## src/rtl/core/stereo_sample_fifo_packer_defines.svh

```systemverilog
// Assertion macros for the stereo sample FIFO packer.
// Expects signals named clk and rst_n in the scope that uses them.
`ifndef STEREO_SAMPLE_FIFO_PACKER_DEFINES_SVH
`define STEREO_SAMPLE_FIFO_PACKER_DEFINES_SVH

`ifndef SYNTH
`define SSFP_CHECK(lbl, ante, cons) \
    lbl: assert property (@(posedge clk) disable iff (!rst_n) (ante) |-> (cons)) \
        else $error("ssfp check failed");
`define SSFP_CHECK_NEXT(lbl, ante, cons) \
    lbl: assert property (@(posedge clk) disable iff (!rst_n) (ante) |=> (cons)) \
        else $error("ssfp check failed");
`else
`define SSFP_CHECK(lbl, ante, cons)
`define SSFP_CHECK_NEXT(lbl, ante, cons)
`endif

`endif

```

## src/rtl/core/ssfp_pkg.sv

```systemverilog
// Shared types, constants and helpers for the stereo sample FIFO packer.
// No dependencies.
package ssfp_pkg;

    // DEPTH must be even: entries alternate between two banks by pointer parity
    localparam int DEPTH  = 2048;
    localparam int ROWS   = DEPTH / 2;
    localparam int PTR_W  = $clog2(DEPTH);
    localparam int ROW_W  = $clog2(ROWS);
    localparam int CNT_W  = $clog2(DEPTH + 1);
    localparam int HALF_W = 16;
    localparam int FILL_W = 12;

    localparam logic [1:0] MODE_MONO   = 2'd1;
    localparam logic [1:0] MODE_STEREO = 2'd2;

    typedef enum logic [1:0] {
        OP_PUSH  = 2'd0,
        OP_SERVE = 2'd1,
        OP_STOP  = 2'd2,
        OP_NONE  = 2'd3
    } op_t;

    typedef struct packed {
        logic [1:0]         op;
        logic signed [31:0] left_sample;
        logic signed [31:0] right_sample;
        logic               block_end;
    } req_beat_t;

    typedef struct packed {
        logic [31:0]       tx_word;
        logic              accepted;
        logic              underrun;
        logic              playing;
        logic [FILL_W-1:0] fill_level;
    } rsp_beat_t;

    typedef struct packed {
        logic              we;
        logic [ROW_W-1:0]  waddr;
        logic [HALF_W-1:0] wdata;
        logic              re;
        logic [ROW_W-1:0]  raddr;
    } bank_cmd_t;

    typedef struct packed {
        logic              accepted;
        logic              underrun;
        logic              playing;
        logic [FILL_W-1:0] fill_level;
        logic              left_ok;
        logic              left_odd;
        logic              right_ok;
    } stage_t;

    function automatic logic [PTR_W-1:0] ring_next(input logic [PTR_W-1:0] p);
        return (p == PTR_W'(DEPTH - 1)) ? '0 : PTR_W'(p + 1'b1);
    endfunction

    function automatic logic [ROW_W-1:0] ptr_row(input logic [PTR_W-1:0] p);
        return ROW_W'(p >> 1);
    endfunction

endpackage

```

## src/rtl/core/ssfp_out.sv

```systemverilog
// Result path: read stage that meets the bank data, then the output register.
// Depends on ssfp_pkg.
module ssfp_out (
    input  logic                        clk,
    input  logic                        rst_n,
    input  logic                        load,
    input  ssfp_pkg::stage_t            stage,
    input  logic [ssfp_pkg::HALF_W-1:0] rdata_even,
    input  logic [ssfp_pkg::HALF_W-1:0] rdata_odd,
    input  logic                        rsp_stall,
    output logic                        ready,
    output logic                        rsp_valid,
    output ssfp_pkg::rsp_beat_t         rsp
);
    import ssfp_pkg::*;

    stage_t            s1_reg;
    logic              s1_valid_reg, s1_valid_next;
    logic              out_valid_reg, out_valid_next;
    rsp_beat_t         out_reg, out_next;
    logic              s1_move;
    logic [HALF_W-1:0] left_h, right_h;

    always_comb
    begin
        s1_move        = s1_valid_reg && (!out_valid_reg || !rsp_stall);
        ready          = !s1_valid_reg || s1_move;
        s1_valid_next  = load || (s1_valid_reg && !s1_move);
        out_valid_next = s1_move || (out_valid_reg && rsp_stall);

        left_h  = s1_reg.left_ok ? (s1_reg.left_odd ? rdata_odd : rdata_even) : '0;
        right_h = s1_reg.right_ok ? (s1_reg.left_odd ? rdata_even : rdata_odd) : '0;

        out_next.tx_word    = {left_h, right_h};
        out_next.accepted   = s1_reg.accepted;
        out_next.underrun   = s1_reg.underrun;
        out_next.playing    = s1_reg.playing;
        out_next.fill_level = s1_reg.fill_level;
    end

    always_ff @(posedge clk or negedge rst_n)
    begin
        if (!rst_n)
        begin
            s1_valid_reg  <= 1'b0;
            out_valid_reg <= 1'b0;
        end
        else
        begin
            s1_valid_reg  <= s1_valid_next;
            out_valid_reg <= out_valid_next;
        end
    end

    always_ff @(posedge clk)
    begin
        if (load)
        begin
            s1_reg <= stage;
        end
        if (s1_move)
        begin
            out_reg <= out_next;
        end
    end

    assign rsp_valid = out_valid_reg;
    assign rsp       = out_reg;

endmodule

```

## config.mk

```make
export PLATFORM = sky130hd
export DESIGN_NAME = ssfp_out
export DESIGN_NICKNAME = d
export VERILOG_FILES = /design/src/rtl/core/stereo_sample_fifo_packer_defines.svh /design/src/rtl/core/ssfp_pkg.sv /design/src/rtl/core/ssfp_out.sv
export SDC_FILE = /design/constraint.sdc
export NUM_CORES = 1
export LEC_CHECK = 0
export ABC_AREA = 0
export BUFFER_PORTS_ARGS = -buffer_cell sky130_fd_sc_hd__buf_2
export CAP_MARGIN = 40
export CORE_ASPECT_RATIO = 0.7
export CORE_MARGIN = 1
export CORE_UTILIZATION = 30
export DETAILED_ROUTE_END_ITERATION = 12
export GPL_ROUTABILITY_DRIVEN = 0
export PLACE_DENSITY = 0.54
export SLEW_MARGIN = 25
export SYNTH_ARGS = -nofsm -noshare
export SYNTH_HDL_FRONTEND = slang
export SYNTH_SLANG_ARGS = --single-unit
```

## constraint.sdc

```tcl
create_clock -name clk -period 5.1 [get_ports clk]
set_clock_uncertainty 0.1 [all_clocks]
set_input_delay 1.275 -clock clk [delete_from_list [all_inputs] [get_ports clk]]
set_output_delay 1.275 -clock clk [all_outputs]
set_load 0.01 [all_outputs]
```

# Word level (Yosys, flattened, before mapping)
# Index checks and enable logic that the tools add are counted.
[totals]
regBits = 67
word_cells = 28
[classes]
mux = 2
reduce_logical = 11
[ops]
columns = ["operator", "count"]
rows = [
  ["$mux 16", 2],
  ["$logic_not 1->1", 4],
  ["$logic_or 1x1->1", 4],
  ["$logic_and 1x1->1", 3],
]

# Logic depth before layout (Yosys ltp)
# Gate-level depths: netlist of the first run.
[logic_depth]
ltp_word = 6
mapped_depth = 4
ltp_nobuf = 2

# Worst setup path before layout of the first run
# OpenSTA, ideal clock, no wires.
[synth_timing]
path_type = "input port to flip-flop"
start = "input port rsp_stall"
end = "register out_reg (netlist bit rsp[0]), enable pin"
arrival_ns = 4.701
setup_slack_ns = -0.225
cell_stages = 1
cell_sequence = "a21boi_0"
[synth_via]
elab_chain_cells = 3
[synth_lines]
columns = ["element", "line", "text"]
rows = [
  ["start: declaration", "ssfp_out.sv:10", "input logic rsp_stall,"],
  ["$logic_not 1->1", "ssfp_out.sv:26", "s1_move = s1_valid_reg && (!out_valid_reg || !rsp_stall);"],
  ["$logic_or 1x1->1", "ssfp_out.sv:26", ""],
  ["$logic_and 1x1->1", "ssfp_out.sv:26", ""],
  ["end signal: assignment", "ssfp_out.sv:63", "out_reg <= out_next;"],
  ["end: declaration", "ssfp_out.sv:20", "rsp_beat_t out_reg, out_next;"],
]
# No other way between the ends.
# A chain may end at the register's enable or synchronous reset.

# Final worst setup path of the first run
[layout_timing]
start = "input port rsp_stall"
end = "output port ready"
[layout_via]
elab_chain_cells = 4
[layout_lines]
columns = ["element", "line", "text"]
rows = [
  ["$logic_not 1->1", "ssfp_out.sv:26", ""],
  ["$logic_or 1x1->1", "ssfp_out.sv:26", ""],
  ["$logic_and 1x1->1", "ssfp_out.sv:26", ""],
  ["$logic_or 1x1->1", "ssfp_out.sv:27", "ready = !s1_valid_reg || s1_move;"],
  ["end: declaration", "ssfp_out.sv:11", "output logic ready,"],
]
# No other way between the ends.

==> flow_summary.toml, run 1 <==
[sta]
whs_ns = 0.317
setup_viol = 0
drv_slew = 0
rsz0062_at_grt = "no"
fin_crit_sh = 0.593
hold_viol_final = 0
fin_crit_ns = 3.02
max_freq_mhz = 331
slew_headroom = 0.540
worst-slew-pin-transition_ns = 0.689
tns_ns = 0

[global_routing]
grtUsageTotal = 0.118
grt-ovfl-total = 0
grt_max_degree = 27
grt_pass1_wl_um = 7730
antenna_found_initial = 0
grt_pass1_vias = 1482

[logic_synthesis]
ys_ff_latch = 67
seq_area_frac_synth = 0.762
synthesis.nets = 195
synth_warnings = 0
syn_inst = 141
synth_cell_type_count = 11
syn-mean-instance-area_um2 = 18.6
netlist_area_um2 = 2630

[cts]
clk_pin_slew_worst_paths_ns = 0.06
clkLatencyLatePin_ns = 0.32
cts_hold_buf = 0
clockRootBuffer = "clkbuf_16"
cts_tree = "done"
cts_setup_buffers = 0
numCtsBuffers = 9
post_cts_resized = 0
cts_num_sinks = 67
cts_buffer_depth = 2
cts.htree.levels = 3

[min_path]
hold_class = "reg -> reg"

[job]
cap_violations = 0

[floorplanning]
die_area_um2 = 9140
core_area_um2 = 8480
initial_utilization = 0.310
die_h_um = 80.3
ios = 103
fp-row-count = 28
die_x_um = 114

[route]
detail-route-antenna-nets = 0
wire_per_inst_um = 13.6
drcViolationCount = 0
vias_per_cell = 4.10
vias = 1536
drt_first_pass_iters = 4
routed_wl_um = 5110
drt_iter0_markers = 37

[place]
dp.cells = 359
io_buffers = 102
dp_hpwl_um = 3600

[power]
total_leakage_power_nw = 1.52
powerDensity_nw_per_um2 = 425
peakVddDrop_mv = 0.236

[setup_path]
path_max_fanout = 3
worstSetupPathType = "in -> out"
critPathCaptureType = "primary output"
worstPathArrival_ns = 1.65
required_ns = 3.72
startpoint_type = "primary input"

[cells_and_area]
layout.nets = 304
syn_to_final_growth_pct = 36.2
largest_reg_flops = 47
num_antenna_cells = 0
fin_util = 0.422
drive_above_1_share = 0.471
layout.cells.non_filler = 375

[run_status]
outcome = "finished, final reports clean"
==> cell usage after synthesis (all sizes together) <==
library cell	count	area (um^2)
edfxtp	65	1950
nand3	1	5.00
buf	4	71.3
nor2b	32	200
mux2i	32	320
a21o	1	7.51
clkbuf	2	7.51
a21boi	1	7.51
nand2b	1	6.26
dfrtp	2	50.1
==> metrics by stage <==
step | instance area (um^2) | setup slack [ns] | power [W]
floorplan | 2630 | 1.10 | 0.000770
global placement | 3240 | 2.09 | 0.000834
detailed placement | 3240 | 2.08 | 0.000837
CTS | 3580 | 2.08 | 0.00154
global route | 3580 | 2.05 | 0.00159
finish | 3580 | 2.08 | 0.00152
==> placed cells by master (no fill, tap or decap), types with 2 or more instances in the layout <==
cell	n
edfxtp_1	65
clkbuf_16	9
buf_2	102
clkinv_4	2
buf_4	2
nor2b_1	32
dfrtp_1	2
mux2i_1	32
bufinv_16	3
==> layout make-up <==
class                   count  area [um^2]
clock buffers              10          229
multi-input cells          68          558
clock inverters             6          115
flip-flops and latches     67         2000
repair buffers            104          526
well taps                 120          150
fillers                   808         4900
==> routing by layer <==
metal / wire length (um) / track usage / share of wire
met1: 2330 / 0.142 / 0.46
met5: 0 / 0 / 0
met3: 583 / 0.0709 / 0.11
met2: 2160 / 0.171 / 0.42
met4: 38 / 0.0506 / 0.0074
==> logic make-up after synthesis <==
kind of cell	share of synthesized area
muxes	0.122
buffers and inverters	0.0300
DFF	0.762
and+or+nand+nor	0.0805
AOI/OAI and AO/OA	0.00572
==> critical path, cell delays in order <==
cell and delay [ns]:
buf_2 0.13, nand3_1 0.09, buf_2 0.15
==> where the power goes <==
group	internal [W]	switching [W]	total, W
registers	0.000663	0.0000210	0.000684
logic	0.0000642	0.0000731	0.000137
clock network	0.000479	0.000221	0.000700
==> worst paths after layout <==
kind	to	start	slack, ns	cells after the start
worst max register to register	rsp[6]	rsp_valid	3.17	2
worst max-delay path	ready	rsp_stall	2.08	3
max in group asynchronous	s1_valid_reg	rst_n	4.18	1
worst min register to register	rsp[8]	out_next[8]	0.32	0
min in group asynchronous	rsp_valid	rst_n	0.62	1
worst min-delay path	rsp[8]	out_next[8]	0.32	0
Power figures use the tool's default switching activity.
==> run 2: changes to the inputs <==
- PLACE_DENSITY: 0.54 -> 0.56
- clock period: 5.1 -> 2.7 ns (I/O delays scaled with it)
==> run 2 against run 1 <==
  * Global-route usage is 0.48 points lower
  * Highest routed layer unchanged
  * Non-clock buffer count is 1 higher
  * Wire length is 2.6% lower
  * Cell area is 0.77% lower
  * Register-to-register slack worse by 1.8 ns
  * Clock power is 60% higher
  * Clock-buffer cell count is 1 higher
  * Worst setup slack worse by 1.2 ns
  * Die area stayed put
  * Via count is 0.52% higher
  * First-iteration DRC count is 16% lower
==> flow_summary.toml, run 2 (synthesized netlist as in run 1, its figures left out) <==
[setup_path]
cp-startpoint = "rsp_stall"
worstSetupPathType = "in -> out"
required_ns = 1.92
rr_endpoint = "rsp[24]"
worstPathArrival_ns = 1.05
path_max_fanout = 3
startpoint_type = "primary input"
rr_startpoint = "s1_reg[1]"
critPathCaptureType = "primary output"
reg2reg_slack_ns = 1.34
worstRegToRegCells = 3

[route]
drt_first_pass_iters = 4
drcViolationCount = 0
vias_per_cell = 4.11
detail-route-antenna-nets = 0
routed_wl_um = 4980
drt_iter0_markers = 31
wire_per_inst_um = 13.2
vias = 1544

[cts]
cts_tree = "done"
cts_num_sinks = 67
clockRootBuffer = "clkbuf_16"
cts_buffer_depth = 2
clkLatencyLatePin_ns = 0.32
post_cts_resized = 0
cts_setup_buffers = 0
cts_hold_buf = 0
cts.htree.levels = 3
clk_pin_slew_worst_paths_ns = 0.06
numCtsBuffers = 9

[global_routing]
grt_pass1_wl_um = 7420
antenna_found_initial = 0
grt_max_degree = 48
grt_pass1_vias = 1477
grtUsageTotal = 0.114
grt-ovfl-total = 0

[floorplanning]
die_h_um = 80.3
ios = 103
die_x_um = 114
core_area_um2 = 8480
fp-row-count = 28
die_area_um2 = 9140
initial_utilization = 0.310

[cells_and_area]
multi_input_area_um2 = 558
layout.nets = 305
largest_reg_flops = 47
num_antenna_cells = 0
register_area_um2 = 2000
layout.cells.non_filler = 376
syn_to_final_growth_pct = 35.2
final_common_cell = "buf_2"
layout_common_cells = "102 x buf_2, 65 x edfxtp_1, 32 x mux2i_1, 32 x nor2b_1, 9 x clkbuf_16"
num-fill-cells = 810
drive_above_1_share = 0.477

[sta]
fin_crit_ns = 1.82
rsz0062_at_grt = "no"
drv_slew = 0
slew_headroom = 0.635
max_freq_mhz = 549
hold_viol_final = 0
setup_viol = 0
fin_crit_sh = 0.675
tns_ns = 0
worst-slew-pin-transition_ns = 0.547

[job]
cap_violations = 0

[place]
io_buffers = 102
dp.cells = 360
dp_hpwl_um = 3460

[power]
peakVddDrop_mv = 0.294
powerDensity_nw_per_um2 = 753
total_leakage_power_nw = 1.51

[min_path]
hold_class = "in -> async"

[run_status]
outcome = "finished, final reports clean"
run 2: changes by cell type in the layout (fill, tap and decap cells not counted):
cell        previous run  this run
clkinvlp_4             1         0
buf_12                 0         1
bufinv_16              3         0
inv_6                  0         3
clkbuf_8               0         2
clkbuf_1               1         0
run 2: worst max-delay path by stage:
| stage | slack, ns | cells after the start | endpoint |
|---|---|---|---|
| global placement | 0.90 | 3 | ready |
| floorplan | 0.13 | 1 | rsp[0] |
| CTS | 0.86 | 2 | ready |
| finish | 0.88 | 3 | ready |
| global route | 0.82 | 2 | ready |
| detailed placement | 0.88 | 3 | ready |
run 2: critical path: stages:
cell	delay (ns)
buf_2	0.12
nand3_1	0.10
buf_2	0.16
run 2: cell type report:
class,count,share of cell area
Sequential cell,67,0.564
Clock buffer,11,0.0712
Tap cell,120,0.0423
Clock inverter,5,0.0123
Timing Repair Buffer,105,0.154
Multi-Input combinational cell,68,0.157
run 2: through the flow:
step | total power, W | instance area [um^2] | hold WS [ns] | worst slack, ns | utilization
after CTS | 0.00272 | 3550 | 0.0152 | 0.861 | 0.419
after detailed placement | 0.00158 | 3260 | 0.305 | 0.882 | 0.384
after global placement | 0.00158 | 3260 | 0.301 | 0.896 | 0.384
after floorplan | 0.00145 | 2630 | 0.279 | 0.132 | -
final | 0.00267 | 3550 | 0.0301 | 0.879 | 0.419
after global routing | 0.00279 | 3550 | 0.0133 | 0.818 | 0.419
run 2: per-layer routing:
metal  track usage  part of all wire
met5             0                 0
met4        0.0468            0.0062
met3        0.0672              0.11
met2         0.169              0.43
met1         0.133              0.44
run 2: report_power, final:
part | internal, W | switching (W) | total, W
Combinational | 0.000126 | 0.000145 | 0.000271
Clock | 0.000684 | 0.000434 | 0.00112
Sequential | 0.00125 | 0.0000333 | 0.00129
Total | 0.00206 | 0.000612 | 0.00267
==> run 3: changes to the inputs <==
- PLACE_DENSITY: 0.56 -> 0.54
- clock period: 2.7 -> 1.91 ns (I/O delays scaled with it)
==> run 3 against run 2 <==
  * The run now ends with DRC left
  * Cell area increased by 1.2%
  * Sequential share of layout area decreased by 0.67 points
  * Clock power up 56%
  * Critical path depth down 1
  * Clock-buffer cell count grew 3
  * Sequential power grew 41%
  * Cell count stayed put
  * Critical path type is now reg -> out
  * Critical endpoint unchanged
  * Highest routed layer unchanged
==> flow_summary.toml, run 3 (synthesized netlist as in run 1, its figures left out) <==
[cts]
cts_setup_buffers = 0
clk_pin_slew_worst_paths_ns = 0.05
clkLatencyLatePin_ns = 0.32
clockRootBuffer = "clkbuf_16"
numCtsBuffers = 9
cts_buffer_depth = 2
cts_num_sinks = 67
cts.htree.levels = 3
cts_tree = "done"

[global_routing]
grtUsageTotal = 0.116
grt-ovfl-total = 0
grt_max_degree = 48
grt_pass1_wl_um = 7530
antenna_found_initial = 0
grt_pass1_vias = 1524

[min_path]
holdPathStages = 1
hp-start = "stage[7]"
hold_class = "in -> reg"
hold_path_end = "out_next[4]"

[setup_path]
startpoint_type = "flip-flop"
critPathCaptureType = "primary output"
required_ns = 1.33
path_max_fanout = 4
reg2reg_slack_ns = 0.58
rr_startpoint = "rsp_valid"
rr_endpoint = "rsp[45]"
worstPathArrival_ns = 1.01
worstSetupPathType = "reg -> out"
worstRegToRegCells = 2

[sta]
slew_headroom = 0.649
rsz0062_at_grt = "no"
worst-slew-pin-transition_ns = 0.527
max_freq_mhz = 631
tns_ns = 0
drv_slew = 0
fin_crit_sh = 0.829
setup_viol = 0
hold_viol_final = 0
fin_crit_ns = 1.58

[floorplanning]
core_area_um2 = 8480
die_h_um = 80.3
die_area_um2 = 9140
fp-row-count = 28
die_x_um = 114
ios = 103
initial_utilization = 0.310

[route]
vias = 1513
drt_iter0_markers = 48
drt_first_pass_iters = 8
drcViolationCount = 1
wire_per_inst_um = 13.4
vias_per_cell = 4.02
detail-route-antenna-nets = 0
routed_wl_um = 5040

[cells_and_area]
largest_reg_flops = 47
syn_to_final_growth_pct = 36.8
layout.nets = 305
final_area_um2 = 3590
final_common_cell = "buf_2"
num_antenna_cells = 0
fin_util = 0.424
drive_above_1_share = 0.461
layout_common_cells = "102 x buf_2, 65 x edfxtp_1, 32 x mux2i_1, 32 x nor2b_1, 9 x clkbuf_16"
num-fill-cells = 802

[place]
io_buffers = 102
postPlaceCellArea_um2 = 3260

[power]
total_power_w = 0.00395
peakVddDrop_mv = 0.539
powerDensity_nw_per_um2 = 1100
total_leakage_power_nw = 1.52

[run_status]
violations = "DRC"
outcome = "finished with violations"

[job]
cap_violations = 0
-- run 3: worst max-delay path by stage --
| stage | from | end | slack (ns) | depth (start not counted) |
|---|---|---|---|---|
| 2_1_floorplan | rsp_stall | rsp[0] | 0.08 | 1 |
| 4_1_cts | rsp_valid | ready | 0.30 | 2 |
| 3_3_place_gp | rsp_stall | rsp[37] | 0.44 | 3 |
| 5_1_grt | rsp_valid | ready | 0.24 | 2 |
| 3_5_place_dp | rsp_stall | rsp[37] | 0.44 | 3 |
| 6_report | rsp_valid | ready | 0.33 | 2 |
-- run 3: cell type report --
class                      instances  area [um^2]  share of cell area
multi-input combinational         68          558               0.155
tap                              120          150              0.0418
timing repair buffer             105          561               0.156
clock inverter                     2         60.1              0.0167
clock buffer                      14          264              0.0734
sequential                        67         2000               0.557
-- run 3: per-stage QoR --
step | hold WS (ns) | worst slack [ns] | std cells
4_1_cts | 0.216 | 0.305 | 376
2_1_floorplan | 0.0819 | 0.0821 | 141
6_report | 0.231 | 0.326 | 376
3_5_place_dp | 0.166 | 0.435 | 359
5_1_grt | 0.216 | 0.241 | 376
3_3_place_gp | 0.163 | 0.444 | 359
-- run 3: worst max-delay path, cell delays in order, from the launching register on --
cell	delay (ns)
dfrtp_1	0.42
nand3_1	0.11
buf_2	0.15
-- run 3: power by group --
part | switching, W | internal [W]
clock | 0.000532 | 0.00121
combinational | 0.000205 | 0.000182
sequential | 0.0000481 | 0.00177
-- run 3: layer usage --
metal | global-route usage | part of all wire | up-vias
met4 | 0.0506 | 0.012 | 0
met1 | 0.137 | 0.46 | 686
met5 | 0 | 0 | -
met2 | 0.162 | 0.41 | 75
met3 | 0.0770 | 0.12 | 7
li1 | - | - | 745
-- run 3: timing repair --
action / CTS / global route
endpoints found under the hold margin: 2 / 0
hold buffers: 1 / 0
resized for setup: 0 / 0
