File: src/rtl/core/stereo_sample_fifo_packer_defines.svh
// Assertion macros for the stereo sample FIFO packer.
// Expects signals named clk and rst_n in the scope that uses them.
`ifndef STEREO_SAMPLE_FIFO_PACKER_DEFINES_SVH
`define STEREO_SAMPLE_FIFO_PACKER_DEFINES_SVH

`ifndef SYNTH
`define SSFP_CHECK(lbl, ante, cons) \
    lbl: assert property (@(posedge clk) disable iff (!rst_n) (ante) |-> (cons)) \
        else $error("ssfp check failed");
`define SSFP_CHECK_NEXT(lbl, ante, cons) \
    lbl: assert property (@(posedge clk) disable iff (!rst_n) (ante) |=> (cons)) \
        else $error("ssfp check failed");
`else
`define SSFP_CHECK(lbl, ante, cons)
`define SSFP_CHECK_NEXT(lbl, ante, cons)
`endif

`endif

File: src/rtl/core/ssfp_pkg.sv
// Shared types, constants and helpers for the stereo sample FIFO packer.
// No dependencies.
package ssfp_pkg;

    // DEPTH must be even: entries alternate between two banks by pointer parity
    localparam int DEPTH  = 2048;
    localparam int ROWS   = DEPTH / 2;
    localparam int PTR_W  = $clog2(DEPTH);
    localparam int ROW_W  = $clog2(ROWS);
    localparam int CNT_W  = $clog2(DEPTH + 1);
    localparam int HALF_W = 16;
    localparam int FILL_W = 12;

    localparam logic [1:0] MODE_MONO   = 2'd1;
    localparam logic [1:0] MODE_STEREO = 2'd2;

    typedef enum logic [1:0] {
        OP_PUSH  = 2'd0,
        OP_SERVE = 2'd1,
        OP_STOP  = 2'd2,
        OP_NONE  = 2'd3
    } op_t;

    typedef struct packed {
        logic [1:0]         op;
        logic signed [31:0] left_sample;
        logic signed [31:0] right_sample;
        logic               block_end;
    } req_beat_t;

    typedef struct packed {
        logic [31:0]       tx_word;
        logic              accepted;
        logic              underrun;
        logic              playing;
        logic [FILL_W-1:0] fill_level;
    } rsp_beat_t;

    typedef struct packed {
        logic              we;
        logic [ROW_W-1:0]  waddr;
        logic [HALF_W-1:0] wdata;
        logic              re;
        logic [ROW_W-1:0]  raddr;
    } bank_cmd_t;

    typedef struct packed {
        logic              accepted;
        logic              underrun;
        logic              playing;
        logic [FILL_W-1:0] fill_level;
        logic              left_ok;
        logic              left_odd;
        logic              right_ok;
    } stage_t;

    function automatic logic [PTR_W-1:0] ring_next(input logic [PTR_W-1:0] p);
        return (p == PTR_W'(DEPTH - 1)) ? '0 : PTR_W'(p + 1'b1);
    endfunction

    function automatic logic [ROW_W-1:0] ptr_row(input logic [PTR_W-1:0] p);
        return ROW_W'(p >> 1);
    endfunction

endpackage

File: src/rtl/core/ssfp_ctrl.sv
// Ring control: pointers, fill count, playback flag and bank commands.
// Depends on ssfp_pkg.
module ssfp_ctrl (
    input  logic                clk,
    input  logic                rst_n,
    input  logic                accept,
    input  ssfp_pkg::req_beat_t req,
    input  logic [1:0]          channel_count,
    output ssfp_pkg::bank_cmd_t cmd_even,
    output ssfp_pkg::bank_cmd_t cmd_odd,
    output ssfp_pkg::stage_t    stage
);
    import ssfp_pkg::*;

    logic [PTR_W-1:0]  wp_reg, wp_next, rp_reg, rp_next;
    logic [CNT_W-1:0]  count_reg, count_next;
    logic              play_reg, play_next;
    logic [PTR_W-1:0]  wp1, wp2, rp1, rp2;
    logic [HALF_W-1:0] l16, r16;
    logic              room, mode_ok, push_ok, serve_ok;
    logic              left_ok, right_ok;
    logic [1:0]        pop_n;

    always_comb
    begin
        wp1      = ring_next(wp_reg);
        wp2      = ring_next(wp1);
        rp1      = ring_next(rp_reg);
        rp2      = ring_next(rp1);
        room     = count_reg <= CNT_W'(DEPTH - 2);
        mode_ok  = (channel_count == MODE_MONO) || (channel_count == MODE_STEREO);
        push_ok  = (op_t'(req.op) == OP_PUSH) && room && mode_ok;
        serve_ok = (op_t'(req.op) == OP_SERVE) && play_reg;
        left_ok  = serve_ok && (count_reg != '0);
        right_ok = serve_ok && (count_reg >= CNT_W'(2));
        pop_n    = {1'b0, left_ok} + {1'b0, right_ok};
        l16      = req.left_sample[31:16];
        r16      = (channel_count == MODE_MONO) ? l16 : req.right_sample[31:16];

        wp_next    = push_ok ? wp2 : wp_reg;
        rp_next    = right_ok ? rp2 : (left_ok ? rp1 : rp_reg);
        count_next = push_ok ? CNT_W'(count_reg + CNT_W'(2))
                             : CNT_W'(count_reg - CNT_W'(pop_n));
        play_next  = play_reg;
        if (push_ok && req.block_end)
        begin
            play_next = 1'b1;
        end
        else if (op_t'(req.op) == OP_STOP)
        begin
            play_next = 1'b0;
        end
    end

    always_comb
    begin
        cmd_even.we    = accept && push_ok;
        cmd_even.waddr = wp_reg[0] ? ptr_row(wp1) : ptr_row(wp_reg);
        cmd_even.wdata = wp_reg[0] ? r16 : l16;
        cmd_even.re    = accept && serve_ok;
        cmd_even.raddr = rp_reg[0] ? ptr_row(rp1) : ptr_row(rp_reg);

        cmd_odd.we     = accept && push_ok;
        cmd_odd.waddr  = wp_reg[0] ? ptr_row(wp_reg) : ptr_row(wp1);
        cmd_odd.wdata  = wp_reg[0] ? l16 : r16;
        cmd_odd.re     = accept && serve_ok;
        cmd_odd.raddr  = rp_reg[0] ? ptr_row(rp_reg) : ptr_row(rp1);

        stage.accepted   = push_ok || serve_ok;
        stage.underrun   = serve_ok && (count_reg < CNT_W'(2));
        stage.playing    = play_next;
        stage.fill_level = FILL_W'(count_next);
        stage.left_ok    = left_ok;
        stage.left_odd   = rp_reg[0];
        stage.right_ok   = right_ok;
    end

    always_ff @(posedge clk or negedge rst_n)
    begin
        if (!rst_n)
        begin
            wp_reg    <= '0;
            rp_reg    <= '0;
            count_reg <= '0;
            play_reg  <= 1'b0;
        end
        else if (accept)
        begin
            wp_reg    <= wp_next;
            rp_reg    <= rp_next;
            count_reg <= count_next;
            play_reg  <= play_next;
        end
    end

endmodule

File: config.mk
export PLATFORM = sky130hd
export DESIGN_NAME = ssfp_ctrl
export DESIGN_NICKNAME = d
export VERILOG_FILES = /design/src/rtl/core/stereo_sample_fifo_packer_defines.svh /design/src/rtl/core/ssfp_pkg.sv /design/src/rtl/core/ssfp_ctrl.sv
export SDC_FILE = /design/constraint.sdc
export NUM_CORES = 1
export LEC_CHECK = 0
export CORE_MARGIN = 5
export CORE_UTILIZATION = 67
export CTS_CLUSTER_SIZE = 40
export DETAILED_ROUTE_END_ITERATION = 10
export DONT_BUFFER_PORTS = 1
export PLACE_DENSITY = 0.83
export SYNTH_ARGS = -nofsm -noshare
export SYNTH_HDL_FRONTEND = slang
export SYNTH_SLANG_ARGS = --single-unit
File: constraint.sdc
create_clock -name clk -period 9.8 [get_ports clk]
set_clock_uncertainty 0.15 [all_clocks]
set_input_delay 2.94 -clock clk [delete_from_list [all_inputs] [get_ports clk]]
set_output_delay 2.94 -clock clk [all_outputs]
set_load 0.02 [all_outputs]
## After elaboration in Yosys (flattened, before gate mapping)

Cells that the tools add are included.

| word-level totals | value |
|---|---|
| output and inout bits | 94 |
| word-level logic and storage cells | 54 |
| register bits | 35 |

| cells by class | value |
|---|---|
| magnitude comparators | 3 |
| reduce and logical (&&, ||, !) cells | 16 |
| eq/ne operators | 8 |
| multiplexer cells | 16 |
| add/sub/neg operators | 7 |

Operators with widths:

| kind | number |
|---|---|
| 11-bit 2-to-1 mux | 6 |
| 16-bit 2-to-1 mux | 3 |
| 11-bit by 1-bit adder with 11-bit output (second input constant) | 4 |
| 11-bit equality test (second input constant) | 4 |
| 10-bit 2-to-1 mux | 4 |
| 12-bit by 2-bit adder with 12-bit output (second input constant) | 1 |
| 12-bit by 2-bit >= comparator with 1-bit output (second input constant) | 1 |
| 12-bit by 11-bit <= comparator with 1-bit output (second input constant) | 1 |
| 12-bit by 2-bit < comparator with 1-bit output (second input constant) | 1 |
| 12-bit 2-to-1 mux | 1 |
| 12-bit nonzero test | 1 |
| 12-bit by 2-bit subtractor with 12-bit output | 1 |
| 1-bit logical AND | 9 |
| 2-bit by 1-bit equality test with 1-bit output (second input constant) | 2 |
| 2-bit equality test (second input constant) | 2 |
| 2-bit AND reduction | 2 |
| 1-bit by 1-bit adder with 2-bit output | 1 |
| 2-bit logical NOT | 1 |
| 1-bit logical OR | 2 |
| 1-bit 2-to-1 mux | 2 |
| 2-bit nonzero test | 1 |

## Longest topological paths before layout

Gate-level depths: netlist of run 1.

| logic depth | value |
|---|---|
| depth in word-level cells | 6 |
| mapped depth | 15 |
| depth with buffers taken out | 14 |

## Worst setup path before layout of run 1

OpenSTA, ideal clock, no wires.

| timing path | value |
|---|---|
| path kind | input-to-output |
| from | input port req[65] (netlist name) |
| to | output port stage[8] (netlist name) |
| data required time | 6.710 ns |
| path slack | 1.372 ns |
| arrival | 5.338 ns |
| stages | 12 |
| buffers on the path | 1 |
| path through | nand2_1 -> nor2_1 -> and2_0 -> clkbuf_1 -> inv_1 -> fa_1 -> inv_1 -> ha_1 -> nor4_1 -> o21ai_1 -> o32ai_1 -> xor2_1 |

RTL lines:

| item | RTL line | RTL |
|---|---|---|
| start: declaration | ssfp_ctrl.sv:7 | `input ssfp_pkg::req_beat_t req,` |
| end: declaration | ssfp_ctrl.sv:11 | `output ssfp_pkg::stage_t stage` |

==> results of run 1 <==
==> Yosys cell counts, types with 3 or more instances <==
master    instances  area (µm²)
o22ai_1           4        25.0
nand2_1          59         221
or3_1             5        31.3
and3_1            8        50.1
nand4_1          13        81.3
nor3_1            6        30.0
nand3_1          24         120
o31ai_1          11        82.6
nor2b_1           7        43.8
a31oi_1           4        25.0
mux2_2           38         428
o21ai_0          13        65.1
nor4_1           10        62.6
buf_2            13        65.1
and2_1            8        50.1
xnor2_1          43         377
or4_1             9        67.6
buf_4             7        52.6
nor2_1           34         128
xor2_1           22         193
ha_1             11         138
a21oi_1          20         100
buf_1             5        18.8
o211ai_1          8        60.1
a21boi_0          4        30.0
nand2b_1          7        43.8
o32ai_1           3        26.3
clkbuf_1         26        97.6
inv_1            22        82.6
dfrtp_1          35         876
==> power by group through the flow <==
stage          sequential, mW  combinational, mW  clock, mW
2_1_floorplan           0.215              0.388          0
3_3_place_gp            0.281              0.357          0
3_5_place_dp            0.283              0.366          0
4_1_cts                 0.282              0.370      0.100
5_1_grt                 0.295              0.407      0.108
6_report                0.285              0.371     0.0978
==> logic make-up (layout without fill, tap and decap cells) <==
kind of cell               after synthesis  count (layout)
buffers and inverters                   74              30
and+or+nand+nor                        203             203
xor gates and xnor gates                65              65
AOI/OAI and AO/OA                       89              89
DFF                                     35              35
muxes                                   40              40
adders and majority gates               12              12
==> metrics by stage <==
stage / area, µm² / instances / worst slack, ps / utilization
final: 3960 / 549 / 1010 / 0.673
after global routing: 3960 / 549 / 778 / 0.673
after CTS: 3960 / 549 / 1040 / 0.673
after detailed placement: 3890 / 543 / 1050 / 0.661
after global placement: 3890 / 543 / 1100 / 0.661
after floorplan: 4020 / 518 / 1370 / -
==> final timing paths <==
check,start,end,slack (ps),cells past startpoint
max,req[65],stage[8],1010,12
min in group asynchronous,rst_n,count_reg[3],2190,0
max in group asynchronous,rst_n,count_reg[1],7220,0
min reg2reg,play_reg,play_reg,400,1
max reg2reg,count_reg[3],count_reg[5],5930,11
min,play_reg,play_reg,400,1
==> per-layer routing <==
layer | part of all wire | global-route usage | vias to the layer above
met1 | 0.41 | 0.342 | 1696
met5 | 0 | 0 | -
met4 | 0.015 | 0.0851 | 0
met3 | 0.096 | 0.0568 | 20
met2 | 0.47 | 0.420 | 195
li1 | - | - | 1732
==> worst max-delay path, delay by kind of cell <==
family	cells	cell delay [ps]
buf+inv	3	330
compound gates	2	610
fa+ha+maj	2	700
xor+xnor	1	420
simple gates	4	710
==> cell type report <==
| cell class | instances | area, µm² | share of cell area |
|---|---|---|---|
| clock buffer | 6 | 72.6 | 0.0183 |
| timing repair buffer | 1 | 7.51 | 0.00190 |
| sequential | 35 | 876 | 0.221 |
| inverter | 23 | 86.3 | 0.0218 |
| tap | 75 | 93.8 | 0.0237 |
| multi-input combinational | 409 | 2830 | 0.713 |
==> out/qor.csv, run 1 <==
stage,metric,value,unit
run_status,status,"complete, no violations",
route,wl,10200,µm
clocking,insertion_delay,280,ps
yosys,async_flop_share,1.00,
yosys,yosysWarnings,0,
cells_and_area,nets,559,
setup_path,critPathLaunchType,input port,
sta,fin_crit_sh,0.897,
clocking,clock_sinks,35,
yosys,netlist_area,4020,µm²
clocking,clockRootBuffer,clkbuf_8,
clocking,cts_setup_buffers,0,
cells_and_area,final_common_cell,nand2_1,
sta,slew_viol_final,0,
floorplanning,die_w,87.5,µm
pwr,total_power,0.753,mW
clocking,clockBufferDepth,2,
grt,grt_overflow,0,
route,vias_per_cell,6.64,
placed_design,hpwl,7440,µm
route,wl_per_cell,18.5,µm
setup_path,critPathKind,in2out,
clocking,post_cts_resized,0,
yosys,ys_seq_area_frac,0.218,
route,via_count,3643,
placed_design,port_buffers,0,
sta,fmax,114,MHz
pwr,seqPwrFrac,0.378,
pwr,p_int,0.353,mW
cells_and_area,antennaDiodeCount,0,
floorplanning,initial_utilization,0.683,
floorplanning,pin_count,166,
grt,grt_usage,0.259,
clocking,cts.clk_slew.worst_paths,70,ps
sta,tightest_slew,1190,ps
setup_path,worst_ep_required_time,6710,ps
pwr,clock_power_share,0.130,
route,drt_iter0_markers,232,
setup_path,worstPathArrival,5700,ps
clocking,htreeDepth,2,
sta,finalSetupViolCount,0,
pwr,power.net_switching,0.399,mW
cells_and_area,largest_register_ffs,12,
yosys,ys.flop_type,dfrtp_1,
clocking,hold_buffers,0,
cells_and_area,nFillCells,497,
cells_and_area,area_delta_synth_final,-1.49,%
min_path,hold_path.class,reg2reg,
cells_and_area,drive_gt1_frac,0.110,
yosys,post_synth_and_or_nand_nor_area_fraction,0.261,
setup_path,critPathMaxStageDelay,520,ps
route,firstDrtPassIters,6,
pwr,p_leak,1.54,nW
floorplanning,fp.dieArea,7650,µm²
clocking,cts_buffers,5,
floorplanning,rows,28,
pwr,combPwrFrac,0.492,
sta,slew_headroom,0.201,
setup_path,crit_path_frequent_cell,inv_1,
yosys,synth_top_family_by_area,simple AND/OR/NAND/NOR gates,
yosys,synth-edff-count,0,
route,drcViolationCount,0,
setup_path,critPathMaxFanout,6,
clocking,tritoncts,built,
cells_and_area,final_cell_mix,"nand2_1 (59), xnor2_1 (43), mux2_2 (38)",
yosys,synth_cell_types,61,
setup_path,cp_cell_sequence,"nand2_1, nor2_1, and2_0, buf_4, inv_1, fa_1, inv_1, ha_1, nor4_1, o21ai_1, o32ai_1, xor2_1",
sta,fin_hold_ws,399,ps
pwr,powerDensity,190,nW/µm²
yosys,synth_xor_area_frac,0.142,
yosys,muxShareOfSynthArea,0.111,
sta,finalHoldViolCount,0,
sta,rsz0062_at_grt,no,
placed_design,gp_congestion,0.877,
yosys,synthAdderAreaFrac,0.0392,
job,maxCapViolations,0,
pwr,switching_share,0.531,
yosys,synth_compound_area_frac,0.150,
floorplanning,die_y,87.5,µm
yosys,ys_ff_latch,35,
grt,antenna_found_initial,0,
sta,post-route-min-period,8790,ps
grt,grt_max_degree,36,
yosys,syn_avg_cell_area,7.76,µm²
sta,tns,0,ps
floorplanning,coreArea,5890,µm²
grt,grt_pass1_wl,16100,µm
route,ant_nets,0,
grt,grt_pass1_vias,3308,
setup_path,slowest_stage,fa_1,
pwr,ir_drop,225,µV
yosys,syn_inst,518,
yosys,syn_nets,602,
setup_path,crit_path_end_kind,primary output,
No activity file was read; power rests on OpenSTA's default activity.
==> run 2, diff against run 1 <==
--- a/config.mk
+++ b/config.mk
@@ -6,11 +6,13 @@
 export NUM_CORES = 1
 export LEC_CHECK = 0
 export CORE_MARGIN = 5
-export CORE_UTILIZATION = 67
+export CORE_UTILIZATION = 53
+export CTS_BUF_LIST = sky130_fd_sc_hd__clkbuf_4 sky130_fd_sc_hd__clkbuf_8
 export CTS_CLUSTER_SIZE = 40
 export DETAILED_ROUTE_END_ITERATION = 10
 export DONT_BUFFER_PORTS = 1
-export PLACE_DENSITY = 0.83
+export PLACE_DENSITY = 0.68
+export SLEW_MARGIN = 20
 export SYNTH_ARGS = -nofsm -noshare
 export SYNTH_HDL_FRONTEND = slang
 export SYNTH_SLANG_ARGS = --single-unit
==> run 2 against run 1 <==
Compared with the run above:
- non-clock buffer count is the same
- sequential power is essentially flat
- total power grew 5.1%
- highest routed layer unchanged
==> out/qor.csv, run 2 (synthesis results as in run 1) <==
stage,metric,value,unit
setup_path,ff2ff_setup_slack,5980,ps
clocking,tritoncts,built,
route,drcViolationCount,0,
grt,grt_pass1_vias,3226,
floorplanning,fp.dieArea,9430,µm²
pwr,ir_drop,155,µV
cells_and_area,final_common_cell,nand2_1,
cells_and_area,drive_gt1_frac,0.118,
clocking,post_cts_resized,0,
sta,slew_headroom,0.354,
sta,tns,0,ps
setup_path,worstReg2RegStart,count_reg[3],
pwr,p_leak,1.57,nW
sta,finalSetupViolCount,0,
grt,antenna_found_initial,0,
clocking,clock_sinks,35,
setup_path,rr_endpoint,count_reg[5],
setup_path,critPathLaunchType,input port,
setup_path,cp_cell_sequence,"nand2_1, nor2_1, and2_0, buf_4, inv_1, fa_1, inv_1, ha_1, nor4_1, o21ai_1, o32ai_1, xor2_1",
placed_design,gp_congestion,0.887,
sta,fin_hold_ws,405,ps
cells_and_area,fin_util,0.551,
setup_path,critPathMaxStageDelay,520,ps
sta,post-route-min-period,8770,ps
pwr,combPwrFrac,0.467,
route,drt_iter0_markers,159,
route,wl_per_cell,17.8,µm
setup_path,crit_path_frequent_cell,inv_1,
pwr,powerDensity,196,nW/µm²
setup_path,reg2reg_depth,11,
cells_and_area,largest_register_ffs,12,
clocking,clockRootBuffer,clkbuf_8,
cells_and_area,nets,559,
sta,fmax,114,MHz
floorplanning,initial_utilization,0.549,
setup_path,critPathKind,in2out,
run_status,status,"complete, no violations",
clocking,hold_buffers,0,
floorplanning,die_w,97.1,µm
placed_design,dpl_worst_slack,1060,ps
clocking,htreeDepth,2,
setup_path,slowest_stage,fa_1,
pwr,power.net_switching,0.403,mW
cells_and_area,fin_cells,575,
setup_path,crit_path_end,stage[8],
floorplanning,pin_count,166,
route,ant_nets,0,
setup_path,worst_ep_required_time,6710,ps
cells_and_area,area_delta_synth_final,0.435,%
grt,grt_overflow,0,
setup_path,worstPathArrival,5680,ps
grt,grt_usage,0.212,
clocking,cts_setup_buffers,0,
setup_path,crit_start,req[65],
min_path,hold_depth,1,
min_path,hold_path.class,reg2reg,
floorplanning,coreArea,7330,µm²
placed_design,hpwl,7650,µm
pwr,seqPwrFrac,0.357,
cells_and_area,fin_area,4040,µm²
sta,postLayoutSetupSlackWorst,1030,ps
clocking,cts.clk_slew.worst_paths,70,ps
sta,fin_crit_sh,0.895,
cells_and_area,final_cell_mix,"nand2_1 (59), xnor2_1 (43), mux2_2 (38)",
placed_design,dp.cells,567,
clocking,clockBufferDepth,2,
sta,rsz0062_at_grt,no,
floorplanning,rows,31,
sta,finalHoldViolCount,0,
pwr,clock_power_share,0.176,
floorplanning,die_y,97.1,µm
setup_path,critPathMaxFanout,6,
grt,grt_max_degree,36,
sta,tightest_slew,969,ps
route,wl,10200,µm
setup_path,crit_path_end_kind,primary output,
placed_design,dpl_cell_area,3920,µm²
cells_and_area,antennaDiodeCount,0,
sta,slew_viol_final,0,
job,maxCapViolations,0,
pwr,total_power,0.792,mW
pwr,p_int,0.388,mW
clocking,insertion_delay,290,ps
placed_design,port_buffers,0,
clocking,cts_buffers,5,
route,firstDrtPassIters,4,
min_path,worstHoldStart,count_reg[9],
grt,grt_pass1_wl,17100,µm
route,via_count,3539,
cells_and_area,nFillCells,660,
pwr,switching_share,0.509,
route,vias_per_cell,6.15,
==> run 2: critical path, delay by kind of cell <==
family	cells	cell delay, ps
xor gates and xnor gates	1	420
buffers and inverters	3	320
and+or+nand+nor	4	680
adders and majority gates	2	690
AOI/OAI and AO/OA	2	620
==> run 2: area by class of cell <==
| cell class | instances | area, µm² | share of cell area |
|---|---|---|---|
| repair buffers | 1 | 7.51 | 0.00186 |
| inverters | 23 | 86.3 | 0.0214 |
| well taps | 99 | 124 | 0.0307 |
| multi-input cells | 409 | 2830 | 0.700 |
| clock inverters | 2 | 35.0 | 0.00867 |
| flip-flops and latches | 35 | 876 | 0.217 |
| clock buffers | 6 | 82.6 | 0.0204 |
==> run 2: routing by layer <==
layer / track usage / vias to the layer above / part of all wire
met5: 0 / - / 0
met2: 0.340 / 127 / 0.48
met3: 0.0704 / 6 / 0.085
li1: - / 1727 / -
met1: 0.279 / 1679 / 0.43
met4: 0.0421 / 0 / 0.0076
==> run 2: how the worst min path moves through the flow <==
stage / end / slack, ps
floorplan: count_reg[9] / 350
global route: play_reg / 450
global placement: count_reg[9] / 380
CTS: count_reg[9] / 410
detailed placement: count_reg[9] / 400
finish: count_reg[9] / 410
==> run 2: power by group through the flow <==
| stage | clock, mW | combinational, mW | sequential, mW |
|---|---|---|---|
| after floorplan | 0 | 0.388 | 0.215 |
| after global placement | 0 | 0.362 | 0.282 |
| after detailed placement | 0 | 0.371 | 0.283 |
| after CTS | 0.143 | 0.372 | 0.281 |
| after global routing | 0.152 | 0.407 | 0.295 |
| final | 0.140 | 0.369 | 0.283 |
==> run 3, diff against run 2 <==
--- a/config.mk
+++ b/config.mk
@@ -6,12 +6,12 @@
 export NUM_CORES = 1
 export LEC_CHECK = 0
 export CORE_MARGIN = 5
-export CORE_UTILIZATION = 53
+export CORE_UTILIZATION = 60
 export CTS_BUF_LIST = sky130_fd_sc_hd__clkbuf_4 sky130_fd_sc_hd__clkbuf_8
 export CTS_CLUSTER_SIZE = 40
 export DETAILED_ROUTE_END_ITERATION = 10
 export DONT_BUFFER_PORTS = 1
-export PLACE_DENSITY = 0.68
+export PLACE_DENSITY = 0.76
 export SLEW_MARGIN = 20
 export SYNTH_ARGS = -nofsm -noshare
 export SYNTH_HDL_FRONTEND = slang
==> run 3 against run 2 <==
Compared with the run above:
- clock power down 14%
- worst hold slack worse by 0.90 ps
- via count increased by 3.1%
- clock-buffer cell count rose by 2
- sequential share of layout area is 0.22 points higher
- sequential power barely moved
- sequential cell count stayed put
- combinational power is essentially flat
- non-clock buffer count did not move
- critical path type unchanged
- first-iteration DRC count rose by 26%
- final cell count is 3.8% lower
- total power fell by 2.2%
==> out/qor.csv, run 3 (synthesis results as in run 1) <==
stage,metric,value,unit
route,vias_per_cell,6.60,
setup_path,critPathMaxFanout,6,
pwr,ir_drop,158,µV
placed_design,hpwl,7500,µm
grt,grtUsageMet1,0.307,
cells_and_area,nets,559,
setup_path,path_delay_family,simple AND/OR/NAND/NOR gates,
setup_path,crit_path_end_kind,primary output,
setup_path,critPathMaxStageDelay,510,ps
grt,antenna_found_initial,0,
sta,tns,0,ps
setup_path,reg2reg_depth,12,
setup_path,cp_num_buf_inv,3,
route,wl_per_cell,18.4,µm
grt,met2_usage,0.376,
sta,slew_viol_final,0,
clocking,clockRootBuffer,clkbuf_8,
setup_path,crit_start,req[65],
route,drcViolationCount,0,
floorplanning,coreArea,6420,µm²
pwr,p_leak,1.56,nW
grt,grt_max_degree,36,
cells_and_area,final_common_cell,nand2_1,
placed_design,dpl_cell_area,3890,µm²
grt,grt_pass1_wl,16600,µm
placed_design,gp_congestion,0.896,
cells_and_area,multi_input_area,2830,µm²
setup_path,critPathLaunchType,input port,
floorplanning,fp.dieArea,8440,µm²
setup_path,ff2ff_setup_slack,5980,ps
floorplanning,die_w,91.9,µm
route,wl,10200,µm
cells_and_area,largest_register_ffs,12,
clocking,cts_buffers,5,
setup_path,path_depth,12,
sta,fin_crit_sh,0.901,
setup_path,worst_ep_required_time,6710,ps
grt,grt_pass1_vias,3394,
job,maxCapViolations,0,
sta,post-route-min-period,8830,ps
sta,finalHoldViolCount,0,
cells_and_area,final_cell_mix,"nand2_1 (59), xnor2_1 (43), mux2_2 (38)",
setup_path,rr_endpoint,count_reg[5],
setup_path,worstPathArrival,5740,ps
cells_and_area,regArea,876,µm²
route,firstDrtPassIters,5,
clocking,clockBufferDepth,2,
grt,top_usage_layer,met2,
route,drt_iter0_markers,200,
cells_and_area,antennaDiodeCount,0,
clocking,cts.clk_slew.worst_paths,80,ps
clocking,insertion_delay,290,ps
floorplanning,pin_count,166,
setup_path,critPathKind,in2out,
pwr,powerDensity,194,nW/µm²
sta,fmax,113,MHz
sta,rsz0062_at_grt,no,
cells_and_area,area_delta_synth_final,-0.591,%
cells_and_area,nFillCells,607,
setup_path,worstReg2RegStart,count_reg[3],
floorplanning,rows,29,
placed_design,port_buffers,0,
grt,grt_overflow,0,
sta,tightest_slew,981,ps
sta,finalSetupViolCount,0,
cells_and_area,fin_util,0.622,
setup_path,crit_path_frequent_cell,inv_1,
run_status,status,"complete, no violations",
grt,met3_usage,0.0638,
floorplanning,initial_utilization,0.626,
min_path,hold_path.class,reg2reg,
clocking,cts_setup_buffers,0,
route,via_count,3648,
cells_and_area,fin_area,4000,µm²
clocking,tritoncts,built,
route,ant_nets,0,
floorplanning,die_y,91.9,µm
cells_and_area,drive_gt1_frac,0.118,
setup_path,cp_cell_sequence,"nand2_1, nor2_1, and2_0, buf_4, inv_1, fa_1, inv_1, ha_1, nor4_1, o21ai_1, o32ai_1, xor2_1",
setup_path,crit_path_end,stage[8],
sta,slew_headroom,0.346,
clocking,clock_sinks,35,
setup_path,slowest_stage,fa_1,
clocking,hold_buffers,0,
grt,grt_usage,0.233,
clocking,htreeDepth,2,
clocking,post_cts_resized,0,
[run 3: cell count changes in the layout (fill, tap and decap cells not counted)]
cell       before  now
clkinv_2        1    0
bufinv_16       1    0
clkbuf_8        6    7
clkbuf_4        0    1
[run 3: worst min path at each step]
| stage | from | cells after the start | slack (ps) | endpoint |
|---|---|---|---|---|
| after floorplan | count_reg[9] | 1 | 350 | count_reg[9] |
| after global placement | play_reg | 1 | 380 | play_reg |
| after detailed placement | count_reg[9] | 1 | 400 | count_reg[9] |
| after CTS | count_reg[9] | 1 | 410 | count_reg[9] |
| after global routing | count_reg[9] | 1 | 440 | count_reg[9] |
| final | count_reg[9] | 1 | 400 | count_reg[9] |
[run 3: routing by layer]
layer | part of all wire | up-vias
li1 | - | 1742
met1 | 0.43 | 1740
met5 | 0 | -
met3 | 0.089 | 13
met2 | 0.47 | 153
met4 | 0.015 | 0
[run 3: layout make-up]
cell class / instances / share of cell area
clock buffers: 8 / 0.0260
inverters: 23 / 0.0216
multi-input cells: 409 / 0.707
flip-flops and latches: 35 / 0.219
well taps: 77 / 0.0241
repair buffers: 1 / 0.00188
[run 3: power by group]
group	switching [mW]	internal [mW]	total (mW)
registers	0.105	0.179	0.285
clock network	0.0534	0.0670	0.120
logic	0.243	0.126	0.369
[run 3: worst reg2reg max path, delay by kind of cell (launching register included)]
family	cells	cell delay, ps
xor gates and xnor gates	1	140
and+or+nand+nor	4	1090
AOI/OAI and AO/OA	3	910
buffers and inverters	2	300
DFF	1	500
adders and majority gates	2	640
[run 3: metrics by stage]
stage	std cells	hold WS, ps	setup WS (ps)	power (mW)
5_1_grt	553	444	838	0.834
2_1_floorplan	518	354	1370	0.603
3_5_place_dp	545	397	1010	0.652
6_report	553	404	973	0.774
3_3_place_gp	545	375	1020	0.642
4_1_cts	553	408	988	0.776
